==> src/hdl/linear_interpolating_upsampler_unit_macros.svh <==
// Assertion macros shared by the upsampler RTL.
`ifndef LINEAR_INTERPOLATING_UPSAMPLER_UNIT_MACROS_SVH
`define LINEAR_INTERPOLATING_UPSAMPLER_UNIT_MACROS_SVH

// Same-cycle implication, checked on the rising clock edge outside reset.
`define LIU_ASSERT_IMP(lbl, clk, rst_n, ante, cons, msg) \
	lbl: assert property (@(posedge clk) disable iff (!rst_n) (ante) |-> (cons)) \
		else $error(msg);

// Next-cycle implication, checked on the rising clock edge outside reset.
`define LIU_ASSERT_NXT(lbl, clk, rst_n, ante, cons, msg) \
	lbl: assert property (@(posedge clk) disable iff (!rst_n) (ante) |=> (cons)) \
		else $error(msg);

`endif

==> src/hdl/liu_pkg.sv <==
// Shared types and constants of the linear interpolating upsampler.
`default_nettype none
package liu_pkg;

	localparam int SAMPLE_W          = 32;
	localparam int DIFF_W            = SAMPLE_W + 1;
	localparam int CNT_W             = 7;
	localparam int FIELD_LANES       = 4;
	localparam int LANES_DEFAULT     = 4;
	localparam int MAX_COUNT_DEFAULT = 64;
	localparam int DIV_STEPS         = DIFF_W;
	localparam int DIV_CNT_W         = $clog2(DIV_STEPS);

	localparam logic [CNT_W-1:0] CFG_RESET = CNT_W'(10);

	typedef struct packed {
		logic signed [SAMPLE_W-1:0] sample_0;
		logic signed [SAMPLE_W-1:0] sample_1;
		logic signed [SAMPLE_W-1:0] sample_2;
		logic signed [SAMPLE_W-1:0] sample_3;
	} in_item_t;

	typedef struct packed {
		logic signed [SAMPLE_W-1:0] value_0;
		logic signed [SAMPLE_W-1:0] value_1;
		logic signed [SAMPLE_W-1:0] value_2;
		logic signed [SAMPLE_W-1:0] value_3;
		logic                       last_of_run;
	} out_item_t;

	typedef struct packed {
		logic load;
		logic first;
		logic div_step;
		logic div_fix;
		logic run_step;
	} lane_ctrl_t;

endpackage
`default_nettype wire

==> src/hdl/linear_interpolating_upsampler_unit.sv <==
// Linear interpolating upsampler top level: lanes, sequencer and merged output register.
// The first vector after reset skips the divider and gives a single result.
// Later vectors pass the per-lane bit-serial divider and a sign fix-up state, then give
// interval_count results at one per cycle unless stalled, and take no input until done.
// Reset clears the sequencer, the output valid flag, the stored vector and the count (10).
`default_nettype none
`include "linear_interpolating_upsampler_unit_macros.svh"
module linear_interpolating_upsampler_unit #(
	parameter int LANES     = liu_pkg::LANES_DEFAULT,
	parameter int MAX_COUNT = liu_pkg::MAX_COUNT_DEFAULT
) (
	input  wire                              clk,
	input  wire                              arst_n,
	input  wire                              cfg_we,
	input  wire  [liu_pkg::CNT_W-1:0]        cfg_wdata,
	input  wire                              in_valid,
	output logic                             in_stall,
	input  wire liu_pkg::in_item_t           in_data,
	output logic                             out_valid,
	input  wire                              out_stall,
	output liu_pkg::out_item_t               out_data
);

	localparam int KW = $clog2(MAX_COUNT + 1);

	// One-hot sequencer: wait for a transaction, divide, fix the signs, then step.
	typedef enum logic [3:0] {
		ST_IDLE = 4'b0001,
		ST_DIV  = 4'b0010,
		ST_FIX  = 4'b0100,
		ST_RUN  = 4'b1000
	} state_t;

	state_t                                state_q;
	state_t                                state_d;
	logic [liu_pkg::CNT_W-1:0]             cfg_q;
	logic [liu_pkg::CNT_W-1:0]             c_q;
	logic [liu_pkg::CNT_W-1:0]             eff_count;
	logic [KW-1:0]                         k_q;
	logic [liu_pkg::DIV_CNT_W-1:0]         div_cnt_q;
	logic                                  have_prev_q;
	logic                                  out_valid_q;
	liu_pkg::out_item_t                    out_q;
	liu_pkg::out_item_t                    merged;
	liu_pkg::lane_ctrl_t                   ctrl;

	logic                                  in_fire;
	logic                                  out_free;
	logic                                  run_fire;
	logic                                  run_last;
	logic                                  div_done;

	logic signed [liu_pkg::SAMPLE_W-1:0]   sample_arr [liu_pkg::FIELD_LANES];
	logic signed [liu_pkg::SAMPLE_W-1:0]   lane_val   [liu_pkg::FIELD_LANES];

	// Handshakes. A new transaction is taken only while the sequencer is idle; the output
	// register decouples the last result of one run from the acceptance of the next item.
	assign in_stall  = (state_q != ST_IDLE);
	assign in_fire   = in_valid && !in_stall;
	assign out_free  = !out_valid_q || !out_stall;
	assign run_fire  = (state_q == ST_RUN) && out_free;
	assign run_last  = run_fire && (liu_pkg::CNT_W'(k_q) == c_q);
	assign div_done  = (div_cnt_q == liu_pkg::DIV_CNT_W'(liu_pkg::DIV_STEPS - 1));
	assign out_valid = out_valid_q;
	assign out_data  = out_q;

	// A count of zero behaves as one, and counts above the build limit are clamped.
	always_comb begin
		priority if (cfg_q == '0) begin
			eff_count = liu_pkg::CNT_W'(1);
		end else if (cfg_q > liu_pkg::CNT_W'(MAX_COUNT)) begin
			eff_count = liu_pkg::CNT_W'(MAX_COUNT);
		end else begin
			eff_count = cfg_q;
		end
	end

	// Lane control. The first vector skips the divider: its lanes load the sample with a
	// zero step, so a single step with a count of one reproduces the input.
	always_comb begin
		ctrl.load     = in_fire;
		ctrl.first    = !have_prev_q;
		ctrl.div_step = (state_q == ST_DIV);
		ctrl.div_fix  = (state_q == ST_FIX);
		ctrl.run_step = run_fire;
	end

	always_comb begin
		state_d = state_q;
		unique case (state_q)
			ST_IDLE: begin
				if (in_fire) begin
					state_d = have_prev_q ? ST_DIV : ST_RUN;
				end
			end
			ST_DIV: begin
				if (div_done) begin
					state_d = ST_FIX;
				end
			end
			ST_FIX: begin
				state_d = ST_RUN;
			end
			ST_RUN: begin
				if (run_last) begin
					state_d = ST_IDLE;
				end
			end
			default: begin
				state_d = ST_IDLE;
			end
		endcase
	end

	always_ff @(posedge clk or negedge arst_n) begin
		if (!arst_n) begin
			state_q     <= ST_IDLE;
			cfg_q       <= liu_pkg::CFG_RESET;
			have_prev_q <= 1'b0;
			out_valid_q <= 1'b0;
			c_q         <= liu_pkg::CNT_W'(1);
			k_q         <= KW'(1);
			div_cnt_q   <= '0;
		end else begin
			state_q <= state_d;
			if (cfg_we) begin
				cfg_q <= cfg_wdata;
			end
			if (in_fire) begin
				have_prev_q <= 1'b1;
				c_q         <= have_prev_q ? eff_count : liu_pkg::CNT_W'(1);
				k_q         <= KW'(1);
				div_cnt_q   <= '0;
			end else begin
				if (state_q == ST_DIV) begin
					div_cnt_q <= div_cnt_q + liu_pkg::DIV_CNT_W'(1);
				end
				if (run_fire) begin
					k_q <= k_q + KW'(1);
				end
			end
			if (run_fire) begin
				out_valid_q <= 1'b1;
			end else if (out_valid_q && !out_stall) begin
				out_valid_q <= 1'b0;
			end
		end
	end

	// Lanes: one copy of the divider and accumulator per configured lane. Lanes beyond the
	// configured number read as zero in every result.
	assign sample_arr[0] = in_data.sample_0;
	assign sample_arr[1] = in_data.sample_1;
	assign sample_arr[2] = in_data.sample_2;
	assign sample_arr[3] = in_data.sample_3;

	for (genvar g = 0; g < liu_pkg::FIELD_LANES; g++) begin : g_lane
		if (g < LANES) begin : g_used
			liu_lane u_lane (
				.clk     (clk),
				.arst_n  (arst_n),
				.ctrl    (ctrl),
				.divisor (c_q),
				.sample  (sample_arr[g]),
				.value   (lane_val[g])
			);
		end else begin : g_unused
			assign lane_val[g] = '0;
		end
	end

	// Merging stage: the lane values and the end-of-run mark form one result transaction.
	always_comb begin
		merged.value_0     = lane_val[0];
		merged.value_1     = lane_val[1];
		merged.value_2     = lane_val[2];
		merged.value_3     = lane_val[3];
		merged.last_of_run = (liu_pkg::CNT_W'(k_q) == c_q);
	end

	always_ff @(posedge clk) begin
		if (run_fire) begin
			out_q <= merged;
		end
	end

	`LIU_ASSERT_NXT(a_run_ends_idle, clk, arst_n, run_last, state_q == ST_IDLE,
		"sequencer did not return to idle after the last result")
	`LIU_ASSERT_IMP(a_step_in_range, clk, arst_n, state_q == ST_RUN,
		(k_q != '0) && (liu_pkg::CNT_W'(k_q) <= c_q), "step index outside the run")
	`LIU_ASSERT_IMP(a_count_in_range, clk, arst_n, state_q != ST_IDLE,
		(c_q != '0) && (c_q <= liu_pkg::CNT_W'(MAX_COUNT)), "latched count out of range")
	`LIU_ASSERT_IMP(a_fix_after_div, clk, arst_n, state_q == ST_FIX,
		$past(state_q) == ST_DIV, "sign fix-up entered without a division")

endmodule
`default_nettype wire

==> src/hdl/liu_lane.sv <==
// One interpolation lane: step divider followed by a quotient and remainder accumulator.
`default_nettype none
module liu_lane (
	input  wire                                    clk,
	input  wire                                    arst_n,
	input  wire liu_pkg::lane_ctrl_t               ctrl,
	input  wire        [liu_pkg::CNT_W-1:0]        divisor,
	input  wire signed [liu_pkg::SAMPLE_W-1:0]     sample,
	output logic signed [liu_pkg::SAMPLE_W-1:0]    value
);

	logic signed [liu_pkg::SAMPLE_W-1:0] acc_q;
	logic                                neg_q;
	logic        [liu_pkg::DIFF_W-1:0]   mag_q;
	logic        [liu_pkg::CNT_W-1:0]    rem_q;
	logic signed [liu_pkg::DIFF_W-1:0]   dq_q;
	logic        [liu_pkg::CNT_W-1:0]    dr_q;
	logic        [liu_pkg::CNT_W-1:0]    r_q;

	logic signed [liu_pkg::DIFF_W-1:0]   diff;
	logic        [liu_pkg::DIFF_W-1:0]   mag;
	logic        [liu_pkg::CNT_W:0]      rem_sh;
	logic                                rem_ge;
	logic        [liu_pkg::CNT_W:0]      r_sum;
	logic                                wrap;
	logic        [liu_pkg::CNT_W:0]      r_next;
	logic signed [liu_pkg::DIFF_W-1:0]   acc_next;

	// The stored vector lives in the accumulator: after the last step it equals the input.
	assign diff   = {sample[liu_pkg::SAMPLE_W-1], sample} - {acc_q[liu_pkg::SAMPLE_W-1], acc_q};
	assign mag    = diff[liu_pkg::DIFF_W-1] ? -diff : diff;

	assign rem_sh = {rem_q, mag_q[liu_pkg::DIFF_W-1]};
	assign rem_ge = rem_sh >= {1'b0, divisor};

	assign r_sum    = {1'b0, r_q} + {1'b0, dr_q};
	assign wrap     = r_sum >= {1'b0, divisor};
	assign r_next   = wrap ? (r_sum - {1'b0, divisor}) : r_sum;
	assign acc_next = {acc_q[liu_pkg::SAMPLE_W-1], acc_q} + dq_q
		+ {{(liu_pkg::DIFF_W-1){1'b0}}, wrap};
	assign value    = acc_next[liu_pkg::SAMPLE_W-1:0];

	always_ff @(posedge clk or negedge arst_n) begin
		if (!arst_n) begin
			acc_q <= '0;
		end else if (ctrl.load && ctrl.first) begin
			acc_q <= sample;
		end else if (ctrl.run_step) begin
			acc_q <= value;
		end
	end

	always_ff @(posedge clk) begin
		if (ctrl.load) begin
			neg_q <= diff[liu_pkg::DIFF_W-1];
			mag_q <= mag;
			rem_q <= '0;
			r_q   <= '0;
			if (ctrl.first) begin
				dq_q <= '0;
				dr_q <= '0;
			end
		end else if (ctrl.div_step) begin
			// Restoring division, one quotient bit per cycle shifted in at the bottom.
			if (rem_ge) begin
				rem_q <= liu_pkg::CNT_W'(rem_sh - {1'b0, divisor});
				mag_q <= {mag_q[liu_pkg::DIFF_W-2:0], 1'b1};
			end else begin
				rem_q <= rem_sh[liu_pkg::CNT_W-1:0];
				mag_q <= {mag_q[liu_pkg::DIFF_W-2:0], 1'b0};
			end
		end else if (ctrl.div_fix) begin
			// Turn the magnitude quotient into a floored signed quotient and remainder.
			if (!neg_q) begin
				dq_q <= mag_q;
				dr_q <= rem_q;
			end else if (rem_q == '0) begin
				dq_q <= -mag_q;
				dr_q <= '0;
			end else begin
				dq_q <= ~mag_q;
				dr_q <= divisor - rem_q;
			end
		end else if (ctrl.run_step) begin
			r_q <= r_next[liu_pkg::CNT_W-1:0];
		end
	end

endmodule
`default_nettype wire
==> config.mk <==
export PLATFORM = sky130hd
export DESIGN_NAME = linear_interpolating_upsampler_unit
export DESIGN_NICKNAME = d
export VERILOG_FILES = /design/src/hdl/liu_pkg.sv /design/src/hdl/linear_interpolating_upsampler_unit.sv /design/src/hdl/liu_lane.sv
export VERILOG_INCLUDE_DIRS = /design/src /design/src/hdl
export SDC_FILE = /design/constraint.sdc
export NUM_CORES = 2
export LEC_CHECK = 0
export BUFFER_PORTS_ARGS = -buffer_cell sky130_fd_sc_hd__buf_2
export CAP_MARGIN = 20
export CELL_PAD_IN_SITES_DETAIL_PLACEMENT = 1
export CELL_PAD_IN_SITES_GLOBAL_PLACEMENT = 1
export CORE_MARGIN = 5
export CORE_UTILIZATION = 49
export DETAILED_ROUTE_END_ITERATION = 12
export GPL_ROUTABILITY_DRIVEN = 0
export GPL_TIMING_DRIVEN = 0
export PLACE_DENSITY = 0.79
export SLEW_MARGIN = 20
export SYNTH_ARGS = -nofsm -noshare
export SYNTH_HDL_FRONTEND = slang
export SYNTH_SLANG_ARGS = --single-unit
==> constraint.sdc <==
create_clock -name clk -period 14 [get_ports clk]
set_clock_uncertainty 0.1 [all_clocks]
set_input_delay 2.8 -clock clk [delete_from_list [all_inputs] [get_ports clk]]
set_output_delay 2.8 -clock clk [all_outputs]
set_load 0.01 [all_outputs]
Word level (Yosys, flattened, before mapping)
Cells that the tools add are included.
{"block": "word_totals", "register_bits": 638, "out_inout_bits": 131, "wordCells": 216}
{"block": "classes", "n_mux": 88, "eq_ne": 12, "add_sub_neg": 38, "n_reduce_logical": 23, "magnitude_cmp": 9, "bitwise_logic": 6}
{"operator": "32-bit two-way mux", "count": 29}
{"operator": "33-bit two-way mux", "count": 12}
{"operator": "7-bit two-way mux", "count": 34}
{"operator": "33-bit negator", "count": 4}
{"operator": "32-bit by 32-bit subtractor with 33-bit output", "count": 4}
{"operator": "32-bit by 1-bit adder with 32-bit output", "count": 4}
{"operator": "32-bit adder", "count": 4}
{"operator": "32-bit negator", "count": 4}
{"operator": "32-bit inverter", "count": 4}
{"operator": "7-bit subtractor", "count": 12}
{"operator": "8-bit by 7-bit greater-or-equal comparator with 1-bit output", "count": 8}
{"operator": "7-bit logical NOT", "count": 5}
{"operator": "7-bit by 7-bit adder with 8-bit output", "count": 4}
{"operator": "4-bit two-way mux", "count": 4}
{"operator": "4-bit case mux with 4 select lines", "count": 1}
{"operator": "6-bit two-way mux", "count": 2}
{"operator": "2-bit nonzero test", "count": 5}
{"operator": "3-bit AND reduction", "count": 3}
{"operator": "7-bit by 1-bit adder with 7-bit output (second input constant)", "count": 1}
{"operator": "7-bit equality test", "count": 1}
{"operator": "7-bit > comparator (second input constant)", "count": 1}
{"operator": "6-bit by 1-bit adder with 6-bit output (second input constant)", "count": 1}
{"operator": "6-bit equality test (second input constant)", "count": 1}
{"operator": "1-bit two-way mux", "count": 6}
{"operator": "11 further kinds", "count": 22}

Logic depth before layout (Yosys ltp)
{"block": "logic_depth", "word_depth": 6, "mapped_depth": 26}

By module
A second synthesis with hierarchy kept.
{"block": "unflattened", "hier_cells": 5318, "hier_area_um2": 48293.8}
{"mod": "liu_lane at g_lane[1].g_used.u_lane ...", "cells_each": 1254, "seq_area_each_um2": 3273.1, "n_inst": 2, "area_per_inst_um2": 10606.4}
{"mod": "liu_lane at g_lane[3].g_used.u_lane", "cells_each": 1319, "seq_area_each_um2": 3273.1, "n_inst": 1, "area_per_inst_um2": 11071.9}
{"mod": "liu_lane at g_lane[0].g_used.u_lane", "cells_each": 1211, "seq_area_each_um2": 3273.1, "n_inst": 1, "area_per_inst_um2": 10541.4}
{"mod": "linear_interpolating_upsampler_unit", "cells_each": 280, "seq_area_each_um2": 4705.8, "n_inst": 1, "area_per_inst_um2": 5467.7}

Least setup slack after synthesis
Ideal clock, no wire load.
{"block": "synth_path", "kind": "input-to-reg", "from": "in in_valid", "to": "reg state_q[3]", "setup_slack_ns": -0.752, "arrival_time_ns": 14.523, "n_path_buf": 0, "setup_time_ns": 0.129, "stages": 4, "required_time_ns": 13.771, "path_cell_list": "nor4b_1 -> a21oi_1 -> nor3_1 -> or2_2"}
{"block": "synth_via", "elab_chain_cells": 3}
{"item": "start, declared", "line": "linear_interpolating_upsampler_unit.sv:16", "rtl": "input wire in_valid,"}
{"item": "1-bit logical AND", "line": "linear_interpolating_upsampler_unit.sv:59", "rtl": "assign in_fire = in_valid && !in_stall;"}
{"item": "2-bit != test (no source line)"}
{"item": "3-bit AND reduction (no source line)"}
{"item": "end signal, assigned", "line": "linear_interpolating_upsampler_unit.sv:125", "rtl": "state_q <= state_d;"}
{"item": "end, declared", "line": "linear_interpolating_upsampler_unit.sv:34", "rtl": "state_t state_q;"}
No other way between the ends.
A chain may end at the register's enable or synchronous reset.

Final worst setup path
{"block": "layout_path", "from": "reg c_q[1] (netlist name)", "to": "reg out_q (netlist bit out_data[64]), data pin"}
{"block": "layout_via", "elab_chain_cells": 2}
{"item": "start, declared", "line": "linear_interpolating_upsampler_unit.sv:37", "rtl": "logic [liu_pkg::CNT_W-1:0] c_q;"}
{"item": "start signal, assigned", "line": "linear_interpolating_upsampler_unit.sv:121", "rtl": "c_q <= liu_pkg::CNT_W'(1);"}
{"item": "start signal, assigned", "line": "linear_interpolating_upsampler_unit.sv:131", "rtl": "c_q <= have_prev_q ? eff_count : liu_pkg::CNT_W'(1);"}
{"item": "8-bit by 7-bit greater-or-equal comparator with 1-bit output", "line": "liu_lane.sv:37", "rtl": "assign wrap = r_sum >= {1'b0, divisor};"}
{"item": "32-bit by 1-bit adder with 32-bit output", "line": "liu_lane.sv:40", "rtl": "+ {{(liu_pkg::DIFF_W-1){1'b0}}, wrap};"}
{"item": "named net g_lane[2].g_used.u_lane.acc_next (one bit)", "line": "liu_lane.sv:27", "rtl": "logic signed [liu_pkg::DIFF_W-1:0] acc_next;"}
{"item": "end signal, assigned", "line": "linear_interpolating_upsampler_unit.sv:183", "rtl": "out_q <= merged;"}
{"item": "end, declared", "line": "linear_interpolating_upsampler_unit.sv:43", "rtl": "liu_pkg::out_item_t out_q;"}
The timed path passes the listed nets, and every way through them passes these cells.

==> flow_summary.yaml <==
outcome:
  outcome: "complete, no violations"
clock_network:
  cts-buffers-inserted: 78
  cts_tree: "yes"
  clkTransAtPathRegs_ns: 0.06
  ctsResizeCount: 0
  cts-hold-fix-buffers: 0
  cts.sinks: 638
  cts_max_level: 3
  clk_latency_ns: 0.66
  postCtsSetupBuffers: 0
  clk_path_buf_depth: 3
  root_buffer: "clkbuf_16"
timing:
  rsz0062_at_grt: "false"
  drv_slew: 0
  fin_hold_ws_ns: 0.3601
  finalHoldViolCount: 0
  post-route-period-util_pct: 62.81
  min_period_ns: 8.794
  maxSlewHeadroom_pct: 19.97
  tightest_slew_ns: 1.201
  max_freq_mhz: 113.7
  setup_viol: 0
  setup_slack_ns: 5.206
power_and_ir_drop:
  p_leak_uw: 0.02200
  p_int_uw: 7860
  vdd_drop_max_mv: 0.1216
  power_density_nw_per_um2: 287.9
  seqPwrFrac_pct: 23.8
  p_sw_uw: 7240
  p_clk_share_pct: 14.6
  combinationalPowerShare_pct: 61.6
  sw_frac_of_total_pct: 47.95
synth:
  synth_nets: 5628
  ys.warnings.count: 0
  yosysUniqueCellTypes: 92
  synth-seq-area-share_pct: 38.46
  syn_area_per_cell_um2: 9.078
  synth_top_flop_cell: "edfxtp_1"
  synthArstFlopShare_pct: 25.24
  synth_cells: 5097
  synth_edf_count: 421
  syn_area_um2: 46270
  ys_ff_latch: 638
floorplanning:
  io_pins: 271
  start_util_pct: 49.50
  coreArea_um2: 93470
  rows: 112
  fp.dieW_um: 317.3
  die_area_um2: 100700
  die_h_um: 317.3
place:
  portBuffers: 269
  post-dp-hpwl_um: 118200
  placed_area_um2: 49690
  post-place-ws_ns: 5.489
worst_setup_path:
  setup.worst_path.start: "c_q[1]$_DFFE_PN0P_"
  crit_arrival_ns: 9.09
  r2r_start: "c_q[1]$_DFFE_PN0P_"
  path_class: "flop to flop"
  critPathLaunchType: "flop"
  cp-end-kind: "flop"
  worst-path-max-fanout: 17
  crit_required_ns: 14.29
final_layout:
  final_nets: 6001
  drive_above_1_share_pct: 9.447
  area_growth_pct: 13.35
  stdcell_area_um2: 52450
drt:
  routed_via_density: 6.031
  wl_um: 157800
  via_count: 41000
  dr.pass1.iters: 6
  detail-route-antenna-nets: 0
  drc: 0
  wl_per_cell_um: 23.22
  drt_iter0_drc: 2716
global_routing:
  grt_pass1_vias: 42550
  grt_overflow: 0
  grt_max_degree: 78
  grt_pass1_wl_um: 242100
  antenna_found_initial: 9
  groute.usage.overall_pct: 30.50
flow_run:
  drv_cap: 0
min_path:
  min-delay-path-class: "flop to flop"
  hold_start: "g_lane[1].g_used.u_lane.r_q[0]$_SDFFE_PP0P_"
==> kinds of logic after synthesis <==
kind of cell    after synthesis  share of synthesized area [%]
xor+xnor                    505                          9.559
buf+inv                     473                          3.851
fa+ha+maj                   391                          10.96
compound gates             1409                          19.60
mux                          50                          1.125
flops                       638                          38.46
simple gates               1631                          16.44
==> metal layers <==
metal  global-route usage, %  up-vias  wire (um)
li1                        -    19230          -
met1                   39.61    20320      67800
met2                   51.22     1135      73750
met3                   4.568      310       9134
met4                   12.58        0       7161
met5                       0        -          0
==> power groups by stage <==
stage	Clock, uW	Sequential, uW	Combinational (uW)
finish	2200	3600	9300
global route	2320	3660	10200
detailed placement	0	3600	9070
CTS	2230	3580	9220
global placement	0	3660	8700
floorplan	0	3490	6620
==> cells in the mapped netlist, drive strengths merged (97+ instances only) <==
cell type	instances	area share (%)
a21o	173	2.8
clkbuf	177	1.4
edfxtp	421	27
nand2	555	4.5
ha	367	9.9
nor3	97	1.1
nand3	102	1.1
xnor2	243	4.6
inv	280	2.3
xor2	262	5.0
o21ai	375	4.1
nor2	456	3.7
dfrtp	156	8.4
a21oi	304	3.3
==> state kept, by name (all words and copies together), names as in the netlist, 28 cells and up <==
name and flops:
g_lane.g_used.u_lane.acc_q 128, g_lane.g_used.u_lane.dq_q 128, g_lane.g_used.u_lane.dr_q 28, g_lane.g_used.u_lane.mag_q 132, g_lane.g_used.u_lane.r_q 28, g_lane.g_used.u_lane.rem_q 28
out_data 129
==> critical path, cell delays in order, from the launching register on <==
cell and delay (ns):
dfrtp_1 0.94, inv_2 0.55, fa_1 0.60, a21o_1 0.18, a21oi_1 0.22, o21bai_1 0.09
a21oi_1 0.23, o21ai_0 0.16, a2111oi_1 0.90, clkbuf_1 0.49, inv_1 0.21, fa_1 0.48
a21oi_1 0.25, nor2b_1 0.09, o21ai_0 0.58, a2111oi_1 0.32, o21ai_0 0.65, o2111ai_1 0.32
nand2_1 0.18, o21ai_0 0.15, o21ai_0 0.51, nand2b_1 0.16, xnor2_1 0.15
==> cell type report <==
class / count / area [um2]
Multi-Input combinational cell: 3986 / 26710
Antenna cell: 8 / 20.02
Clock inverter: 37 / 450.4
Tap cell: 1254 / 1569
Timing Repair Buffer: 293 / 1807
Clock buffer: 109 / 2283
Buffer: 191 / 748.2
Inverter: 282 / 1059
Fill cell: 10910 / 41020
Sequential cell: 638 / 17800
==> placed cells by master (no fill, tap or decap), types with 64 or more instances in the layout <==
cell type and count:
edfxtp_1 421, a21oi_1 303, clkbuf_16 82, xnor2_1 243
xor2_1 262, buf_2 275, a21o_1 173, dfrtp_1 156
nand3_1 102, nor2b_1 64, nor2_1 455, inv_1 279
clkbuf_1 176, nand2_1 554, ha_1 367, nor3_1 95
a22oi_1 94, a211oi_1 65, o21ai_0 369
==> worst paths after layout <==
path	to	slack (ns)	depth (start not counted)
min in group asynchronous	g_lane[0].g_used.u_lane.acc_q[8]$_DFFE_PN0P_	1.86	1
max	out_data[64]$_DFFE_PP_	5.21	22
min reg2reg	g_lane[1].g_used.u_lane.r_q[0]$_SDFFE_PP0P_	0.36	2
max in group asynchronous	g_lane[2].g_used.u_lane.acc_q[31]$_DFFE_PN0P_	11.19	2
min	g_lane[1].g_used.u_lane.r_q[0]$_SDFFE_PP0P_	0.36	2
max reg2reg	out_data[64]$_DFFE_PP_	5.21	22
==> metrics by stage <==
stage | power (uW) | util [%] | TNS (ns) | std cells
3_5_place_dp | 12670 | 53.16 | 0 | 6644
3_3_place_gp | 12360 | 52.63 | -31.17 | 6620
4_1_cts | 15030 | 56.09 | 0 | 6790
2_1_floorplan | 10110 | - | 0 | 5097
6_report | 15100 | 56.11 | 0 | 6798
5_1_grt | 16200 | 56.10 | 0 | 6794
(Power assumes the default switching activity.)
